**src/hdl/assert_macros.svh**
```systemverilog
// assertion helpers for the RTL
`ifndef ASSERT_MACROS_SVH
`define ASSERT_MACROS_SVH

// same-cycle implication, checked out of reset
`define ASSERT_IMPLIES(lbl, clk, rst_n, ante, cons) \
  lbl: assert property (@(posedge clk) disable iff (!rst_n) (ante) |-> (cons)) \
    else $error("assertion failed");

// next-cycle implication, checked out of reset
`define ASSERT_NEXT(lbl, clk, rst_n, ante, cons) \
  lbl: assert property (@(posedge clk) disable iff (!rst_n) (ante) |=> (cons)) \
    else $error("assertion failed");

`endif

```
**src/hdl/pcm_pkg.sv**
```systemverilog
package pcm_pkg;

  localparam int LIMBS_DEF = 6;
  localparam int MAX_N_DEF = 60;

  localparam int N_W     = 6;
  localparam int LIMB_W  = 54;
  localparam int PROD_W  = 60;
  localparam int Q_W     = 6;
  localparam int IDX_W   = 3;
  localparam int IN_TW   = 16;
  localparam int OUT_TW  = 64;

  localparam logic [LIMB_W-1:0] LIMB_BASE = 54'd10000000000000000;

  // quotient estimate: q ~= (prod >> EST_LSB) * RECIP >> RECIP_SHIFT, low by at most 1
  localparam int EST_LSB     = 40;
  localparam int EST_IN_W    = PROD_W - EST_LSB;
  localparam int EST_W       = 31;
  localparam int RECIP_SHIFT = 24;
  localparam logic [10:0] RECIP = 11'd1844;

endpackage

```
**src/hdl/permutation_count_multilimb_top.sv**
```systemverilog
// Falling factorial A(n,k) = n*(n-1)*...*(n-k+1) as base 10^16 limbs.
// Input channel (in_*): one beat carries n and k. n above MAX_N saturates.
// n = 0 or k = 0 gives 1; k > n gives 0.
// Result channel (out_*): one beat per limb in use, least significant first,
// with its index, the top limb index, and tlast on the most significant limb.
// Timing: in_tready is high only while idle. Each factor multiplies every
// limb in use through one shared multiply / quotient-estimate / correct unit,
// one limb after another in the multiply, estimate, remainder and fix states.
// Special cases (n = 0, k = 0 or k > n) go straight to emitting one limb.
// Limbs go out through a single output register; when the receiver stalls
// the sequencer holds the next limb until out_tready frees the register.
// A new input is taken as soon as the last limb is loaded into it.
// Reset (rst_n low, synchronous) returns to idle and drops any pending beat.
// Limb storage is not cleared at reset; every entry is written before read.
module permutation_count_multilimb_top #(
  parameter int LIMBS = pcm_pkg::LIMBS_DEF,
  parameter int MAX_N = pcm_pkg::MAX_N_DEF
) (
  input  logic                      clk,
  input  logic                      rst_n,
  input  logic                      in_tvalid,
  output logic                      in_tready,
  input  logic [pcm_pkg::IN_TW-1:0] in_tdata,   // n[5:0], k[11:6]
  output logic                      out_tvalid,
  input  logic                      out_tready,
  output logic [pcm_pkg::OUT_TW-1:0] out_tdata, // limb_index[2:0], limb_value[56:3], top_limb[59:57]
  output logic                      out_tlast   // is_last
);
  import pcm_pkg::*;

  localparam int IW = (LIMBS > 1) ? $clog2(LIMBS) : 1;
  localparam int CW = $clog2(LIMBS + 1);

  typedef enum logic [2:0] {S_IDLE, S_MUL, S_EST, S_REM, S_FIX, S_EMIT} state_t;

  state_t              state_r;
  logic [LIMB_W-1:0]   store_r [LIMBS];
  logic [CW-1:0]       count_r;
  logic [IW-1:0]       idx_r;
  logic [N_W-1:0]      n_r;
  logic [N_W-1:0]      k_r;
  logic [Q_W-1:0]      carry_r;
  logic [PROD_W-1:0]   prod_r;
  logic [Q_W-1:0]      qest_r;
  logic [PROD_W-1:0]   rem_r;

  logic                out_tvalid_r;
  logic [IDX_W-1:0]    out_index_r;
  logic [LIMB_W-1:0]   out_value_r;
  logic [IDX_W-1:0]    out_top_r;
  logic                out_last_r;

  logic [N_W-1:0]      in_n;
  logic [N_W-1:0]      in_k;
  logic [N_W-1:0]      n_sat;
  logic                accept;
  logic [EST_W-1:0]    est_full;
  logic                over;
  logic [LIMB_W-1:0]   limb_fix;
  logic [Q_W-1:0]      q_fix;
  logic                idx_top;
  logic                out_free;

  assign in_n     = in_tdata[N_W-1:0];
  assign in_k     = in_tdata[2*N_W-1:N_W];
  assign n_sat    = (in_n > N_W'(MAX_N)) ? N_W'(MAX_N) : in_n;
  assign in_tready = (state_r == S_IDLE);
  assign accept   = in_tvalid && in_tready;

  assign est_full = EST_W'(prod_r[PROD_W-1:EST_LSB]) * EST_W'(RECIP);
  assign over     = (rem_r >= PROD_W'(LIMB_BASE));
  assign limb_fix = over ? LIMB_W'(rem_r - PROD_W'(LIMB_BASE)) : LIMB_W'(rem_r);
  assign q_fix    = over ? (qest_r + Q_W'(1)) : qest_r;
  assign idx_top  = (CW'(idx_r) == (count_r - CW'(1)));
  assign out_free = !out_tvalid_r || out_tready;

  always_ff @(posedge clk) begin
    if (!rst_n) begin
      state_r      <= S_IDLE;
      count_r      <= '0;
      idx_r        <= '0;
      out_tvalid_r <= 1'b0;
    end else begin
      if (out_tvalid_r && out_tready && state_r != S_EMIT) begin
        out_tvalid_r <= 1'b0;
      end
      case (state_r)
        S_IDLE: begin
          if (accept) begin
            idx_r   <= '0;
            count_r <= CW'(1);
            carry_r <= '0;
            n_r     <= n_sat;
            k_r     <= in_k;
            if (n_sat == '0 || in_k == '0) begin
              store_r[0] <= LIMB_W'(1);
              state_r    <= S_EMIT;
            end else if (in_k > n_sat) begin
              store_r[0] <= '0;
              state_r    <= S_EMIT;
            end else begin
              store_r[0] <= LIMB_W'(1);
              state_r    <= S_MUL;
            end
          end
        end
        S_MUL: begin
          prod_r  <= PROD_W'(store_r[idx_r]) * PROD_W'(n_r) + PROD_W'(carry_r);
          state_r <= S_EST;
        end
        S_EST: begin
          qest_r  <= est_full[RECIP_SHIFT+Q_W-1:RECIP_SHIFT];
          state_r <= S_REM;
        end
        S_REM: begin
          rem_r   <= prod_r - PROD_W'(qest_r) * PROD_W'(LIMB_BASE);
          state_r <= S_FIX;
        end
        S_FIX: begin
          store_r[idx_r] <= limb_fix;
          if (idx_top) begin
            // factor done: open a new limb on carry out of the top if one is free
            if (q_fix != '0 && count_r < CW'(LIMBS)) begin
              store_r[count_r[IW-1:0]] <= LIMB_W'(q_fix);
              count_r                  <= count_r + CW'(1);
            end
            n_r     <= n_r - N_W'(1);
            k_r     <= k_r - N_W'(1);
            idx_r   <= '0;
            carry_r <= '0;
            state_r <= (k_r == N_W'(1)) ? S_EMIT : S_MUL;
          end else begin
            carry_r <= q_fix;
            idx_r   <= idx_r + IW'(1);
            state_r <= S_MUL;
          end
        end
        S_EMIT: begin
          if (out_free) begin
            out_tvalid_r <= 1'b1;
            out_index_r  <= IDX_W'(idx_r);
            out_value_r  <= store_r[idx_r];
            out_top_r    <= IDX_W'(count_r - CW'(1));
            out_last_r   <= idx_top;
            if (idx_top) begin
              idx_r   <= '0;
              state_r <= S_IDLE;
            end else begin
              idx_r <= idx_r + IW'(1);
            end
          end
        end
        default: begin
          state_r <= S_IDLE;
        end
      endcase
    end
  end

  assign out_tvalid = out_tvalid_r;
  assign out_tlast  = out_last_r;
  assign out_tdata  = {{(OUT_TW - 2*IDX_W - LIMB_W){1'b0}}, out_top_r, out_value_r, out_index_r};

`include "assert_macros.svh"

  `ASSERT_IMPLIES(a_est_low_by_one, clk, rst_n, state_r == S_FIX, rem_r < 2 * PROD_W'(LIMB_BASE))
  `ASSERT_IMPLIES(a_count_range, clk, rst_n, state_r != S_IDLE, count_r >= CW'(1) && count_r <= CW'(LIMBS))
  `ASSERT_IMPLIES(a_mul_operands, clk, rst_n, state_r == S_MUL, CW'(idx_r) < count_r && carry_r <= Q_W'(MAX_N) && k_r != '0)
  `ASSERT_NEXT(a_fix_limb_bound, clk, rst_n, state_r == S_FIX, store_r[$past(idx_r)] < LIMB_BASE)

endmodule
```
**config.mk**
```make
export PLATFORM = sky130hd
export DESIGN_NAME = permutation_count_multilimb_top
export DESIGN_NICKNAME = d
export VERILOG_FILES = /design/src/hdl/pcm_pkg.sv /design/src/hdl/permutation_count_multilimb_top.sv
export VERILOG_INCLUDE_DIRS = /design/src /design/src/hdl
export SDC_FILE = /design/constraint.sdc
export NUM_CORES = 2
export LEC_CHECK = 0
export BUFFER_PORTS_ARGS = -buffer_cell sky130_fd_sc_hd__buf_4
export CELL_PAD_IN_SITES_DETAIL_PLACEMENT = 1
export CELL_PAD_IN_SITES_GLOBAL_PLACEMENT = 1
export CORE_MARGIN = 3
export CORE_UTILIZATION = 40
export CTS_CLUSTER_DIAMETER = 40
export DETAILED_ROUTE_END_ITERATION = 6
export GPL_TIMING_DRIVEN = 0
export PLACE_DENSITY = 0.75
export SLEW_MARGIN = 20
export SYNTH_ARGS = -nofsm -noshare
export SYNTH_HDL_FRONTEND = slang
export SYNTH_SLANG_ARGS = --single-unit
```
**constraint.sdc**
```tcl
create_clock -name clk -period 11.9 [get_ports clk]
set_input_delay 0.595 -clock clk [delete_from_list [all_inputs] [get_ports clk]]
set_output_delay 0.595 -clock clk [all_outputs]
set_load 0.1 [all_outputs]
```
After elaboration in Yosys (flattened, before gate mapping)
Memory sizes are Yosys's and may differ from the RTL's. A register that Yosys moved wholly into a read port is not among the register bits.
Cells that the tools add are included.
{ "totals": {"register_bits": 215, "mem_bits_rw": 324, "out_inout_bits": 67, "elab_cells": 132, "mem_count": 1} }
{ "mem_list": {"columns": ["name", "words", "word_bits", "read_ports", "rd_clocked_by_memory_dff", "wr", "line", "rtl"], "rows": [
  ["store_r", 6, 54, 1, 1, 2, "permutation_count_multilimb_top.sv:37", "logic [LIMB_W-1:0] store_r [LIMBS];"]
]} }
{ "op_classes": {"addsub": 9, "mul": 3, "magnitude_cmp": 4, "n_eq_ne": 13, "mux": 63, "bitwise": 2, "reduce_logical": 23} }
{ "op_table": {"columns": ["operator", "n"], "rows": [
  ["two-way mux 54 bit", 4],
  ["adder 60 x 6 -> 60 bit", 1],
  [">= comparator 60 x 54 -> 1 bit, second input constant", 1],
  ["multiplier 54 x 6 -> 60 bit", 1],
  ["subtractor 60 bit", 1],
  ["OR reduction 54 bit", 1],
  ["subtractor 54 bit, second input constant", 1],
  ["two-way mux 3 bit", 16],
  ["two-way mux 6 bit", 8],
  ["multiplier 6 x 38 -> 44 bit, second input constant", 1],
  ["one-hot mux 6 bit (2 select lines)", 3],
  ["two-way mux 1 bit", 29],
  ["multiplier 20 x 9 -> 28 bit, second input constant", 1],
  ["one-hot mux 3 bit (6 select lines)", 1],
  ["zero test 6 bit", 2],
  ["AND reduction 3 bit", 4],
  ["subtractor 6 x 1 -> 6 bit, second input constant", 2],
  ["one-hot mux 3 bit (3 select lines)", 1],
  ["inequality test 2 bit, second input constant", 4],
  ["AND reduction 4 bit", 2],
  ["adder 3 x 1 -> 3 bit, second input constant", 2],
  ["adder 6 x 1 -> 6 bit, second input constant", 1],
  ["equality test 3 x 2 -> 1 bit, second input constant", 2],
  ["equality test 3 bit, second input constant", 2],
  ["19 further kinds", 26]
]} }

Logic depth before layout (Yosys ltp)
{ "depth": {"word_depth": 12, "ltp_mapped": 28} }

Least setup slack after synthesis
OpenSTA, ideal clock, no wires.
{ "synth_path": {"path_kind": "input-to-reg", "from": "in rst_n", "to": "reg prod_r[0] (enable)", "t_arrival_ns": 7.327, "required_time_ns": 11.252, "path_slack_ns": 3.925, "cell_stages": 4, "path_cell_list": "clkbuf_1 > inv_1 > clkbuf_1 > nor4b_1"} }
{ "synth_via": {"elab_chain_cells": 1} }
{ "synth_rtl": {"columns": ["item", "line", "rtl"], "rows": [
  ["start, declared", "permutation_count_multilimb_top.sv:20", "input logic rst_n,"],
  ["AND reduction 2 bit (no line)", null, null],
  ["end signal, assigned", "permutation_count_multilimb_top.sv:108", "prod_r <= PROD_W'(store_r[idx_r]) * PROD_W'(n_r) + PROD_W'(carry_r);"],
  ["end, declared", "permutation_count_multilimb_top.sv:43", "logic [PROD_W-1:0] prod_r;"]
]} }
No other way between the ends.
A chain may end at the register's enable or synchronous reset.

==> results.tsv <==
metric	value	unit
drtIter0Drc	2366	
core_area	104000	sq um
netlist_area	42200	sq um
endpoint_kind	flip-flop	
drive_above_1_share	10.1	%
layout_common_cells	nand2_1 (760), a21oi_1 (436), inv_1 (430)	
muxShareOfSynthArea	4.83	%
layout_commonest_cell	nand2_1	
ys_async_sr_fraction	0	%
fin_tns_setup	0	ps
cp.required	12380	ps
cts.clk_slew.worst_paths	60	ps
ys_warn_count	0	
die_w	331	microns
synth-simple-area-share	16.5	%
fin_crit	10050	ps
ys.flop_type	dfxtp_1	
postCtsHoldBufs	0	
num_vias	35500	
crit_arrival	10520	ps
grt_antenna_before_repair	5	
worst_pin_slew	1260	ps
gp_congestion	0.926	
cap_viol_max_count	0	
numCtsBuffers	94	
setup_viol	0	
first_pass_iters	5	
vias_per_cell	5.71	
wl_per_cell	23.7	microns
post_cts_resize_count	0	
slew_headroom	16.0	%
cts_setup_buffers	0	
grt_pass1_wl	225	mm
insertion_delay	680	ps
syn-instance-count	4563	
finalClockSkew	59.4	ps
clockBufferDepth	3	
start_util	40.5	%
avgSynthCellArea	9.24	sq um
yosys_register_bits	542	
cts_tree	yes	
status	finished, final reports clean	
portBuffers	78	
overflow	0	
layoutNonFillerInstCount	6216	
grt_pass1_vias	37600	
criticalPathCategory	flip-flop to flip-flop	
grt_setup_unrepaired	false	
cts.sinks	542	
synth_top_family_by_area	adder cells	
drc	0	
synth-xor-area-share	3.63	%
grt_max_degree	55	
hold_class	input port to flip-flop	
min_from	in_tdata[9]	
synthAdderAreaFrac	24.2	%
cp-start-kind	flip-flop	
wl	147	mm
synth_edf_count	241	
hold_viol	0	
critPathMaxFanout	10	
area_growth	13.8	%
synth_compound_area_share	13.1	%
max_freq	99.5	MHz
dieArea	109000	sq um
holdPathStages	3	
synth_seq_area_share	31.5	%
track_usage	27.0	%
nets	5412	
rows	118	
dp_cells	6041	
cts_max_level	3	
root_buffer	clkbuf_16	
drtAntennaViolNets	0	
min_period_over_period	84.4	%
io_pins	87	
yosysUniqueCellTypes	91	
drv_slew	0	
timing.hold.ws	270	ps
hpwl	115	mm
die_h	331	microns
reg2reg_depth	21	
-- Yosys cell counts, drive strengths merged, types with 9 or more instances --
cell type / instances / area share [%]
o21bai: 23 / 0.41
mux2i: 82 / 1.9
a211oi: 20 / 0.37
edfxtp: 241 / 17
nand3b: 10 / 0.18
and3: 21 / 0.31
and4: 9 / 0.21
or4: 9 / 0.16
nand2: 760 / 6.8
or3: 14 / 0.23
a22oi: 11 / 0.20
xnor2: 105 / 2.2
o21ai: 115 / 1.4
a31oi: 23 / 0.34
or2: 14 / 0.21
dfxtp: 301 / 14
a21boi: 9 / 0.16
nand4: 32 / 0.49
nor4: 14 / 0.24
buf: 48 / 0.84
nand2b: 22 / 0.33
xor2: 67 / 1.4
a21o: 68 / 1.2
and2: 20 / 0.30
o211ai: 17 / 0.31
o21a: 15 / 0.27
o22ai: 41 / 0.61
a2111oi: 10 / 0.21
nor3: 92 / 1.1
mux4: 54 / 2.9
fa: 305 / 14
ha: 329 / 9.8
nor2: 405 / 4.7
clkbuf: 174 / 1.5
a21oi: 481 / 5.9
o31ai: 13 / 0.26
inv: 430 / 3.8
nor2b: 19 / 0.28
nand3: 48 / 0.57
-- metrics by stage --
step                area (sq um)  utilization [%]  setup WS [ps]
floorplan                  42200                -           3930
CTS                        47900             46.1           1570
global route               48000             46.1           1510
finish                     48000             46.1           1850
detailed placement         44800             43.0           1810
global placement           44500             42.7           -357
-- sequential cells by signal, indices dropped and copies added (netlist names), named ones only --
signal and cells:
out_tvalid 1, out_tlast 1, count_r 3, k_r 6, idx_r 3, out_top_r 3
out_value_r 54, out_index_r 3, rem_r 60, prod_r 60, carry_r 6, store_r 324
qest_r 6, state_r 3, n_r 6
-- worst paths after layout --
check	slack [ps]	endpoint
setup / recovery	1850	prod_r[58]
setup reg to reg	1850	prod_r[58]
hold / removal	270	k_r[3]
hold reg to reg	420	rem_r[4]
-- metal layers --
layer	wire [microns]	GRT usage [%]	share of wire, %	up-vias
met5	0	0	0	-
met4	6550	11.2	4.4	0
met3	9720	5.28	6.6	307
met2	67700	43.1	46	1132
met1	63500	35.9	43	18100
li1	-	-	-	16000
-- critical path, cell delays in order, from the launching register on --
cell and delay [ps]:
dfxtp_1 320, clkbuf_1 640, clkbuf_2 580, buf_1 930, mux2i_1 190, a21oi_1 900
nand2_1 230, fa_1 510, fa_1 530, fa_1 550, inv_1 50, fa_1 450
ha_1 370, o211ai_1 160, o211ai_1 470, nand4_1 370, a2111oi_1 950, o21ai_0 370
a21oi_1 470, a21oi_1 240, nor4b_1 330, a311o_1 200
-- cells by family after synthesis --
logic type               after synthesis
AND/OR/NAND/NOR                     1511
AO/OA/AOI/OAI                        915
buffers and inverters                652
adder cells (fa/ha/maj)              634
flip-flops                           542
XOR/XNOR                             172
multiplexers                         136
other                                  1
-- final cells by class --
type	instances	area [sq um]
Inverter	430	1610
Buffer	222	1010
Timing Repair Buffer	96	777
Antenna cell	2	5.00
Clock buffer	119	2560
Clock inverter	53	601
Sequential cell	542	13300
Tap cell	1380	1730
Fill cell	11900	56100
Multi-Input combinational cell	3372	26400
Power is left out: the tool's default activity adds up to more than one toggle a clock period on the data nets, which glitch-free logic cannot reach.
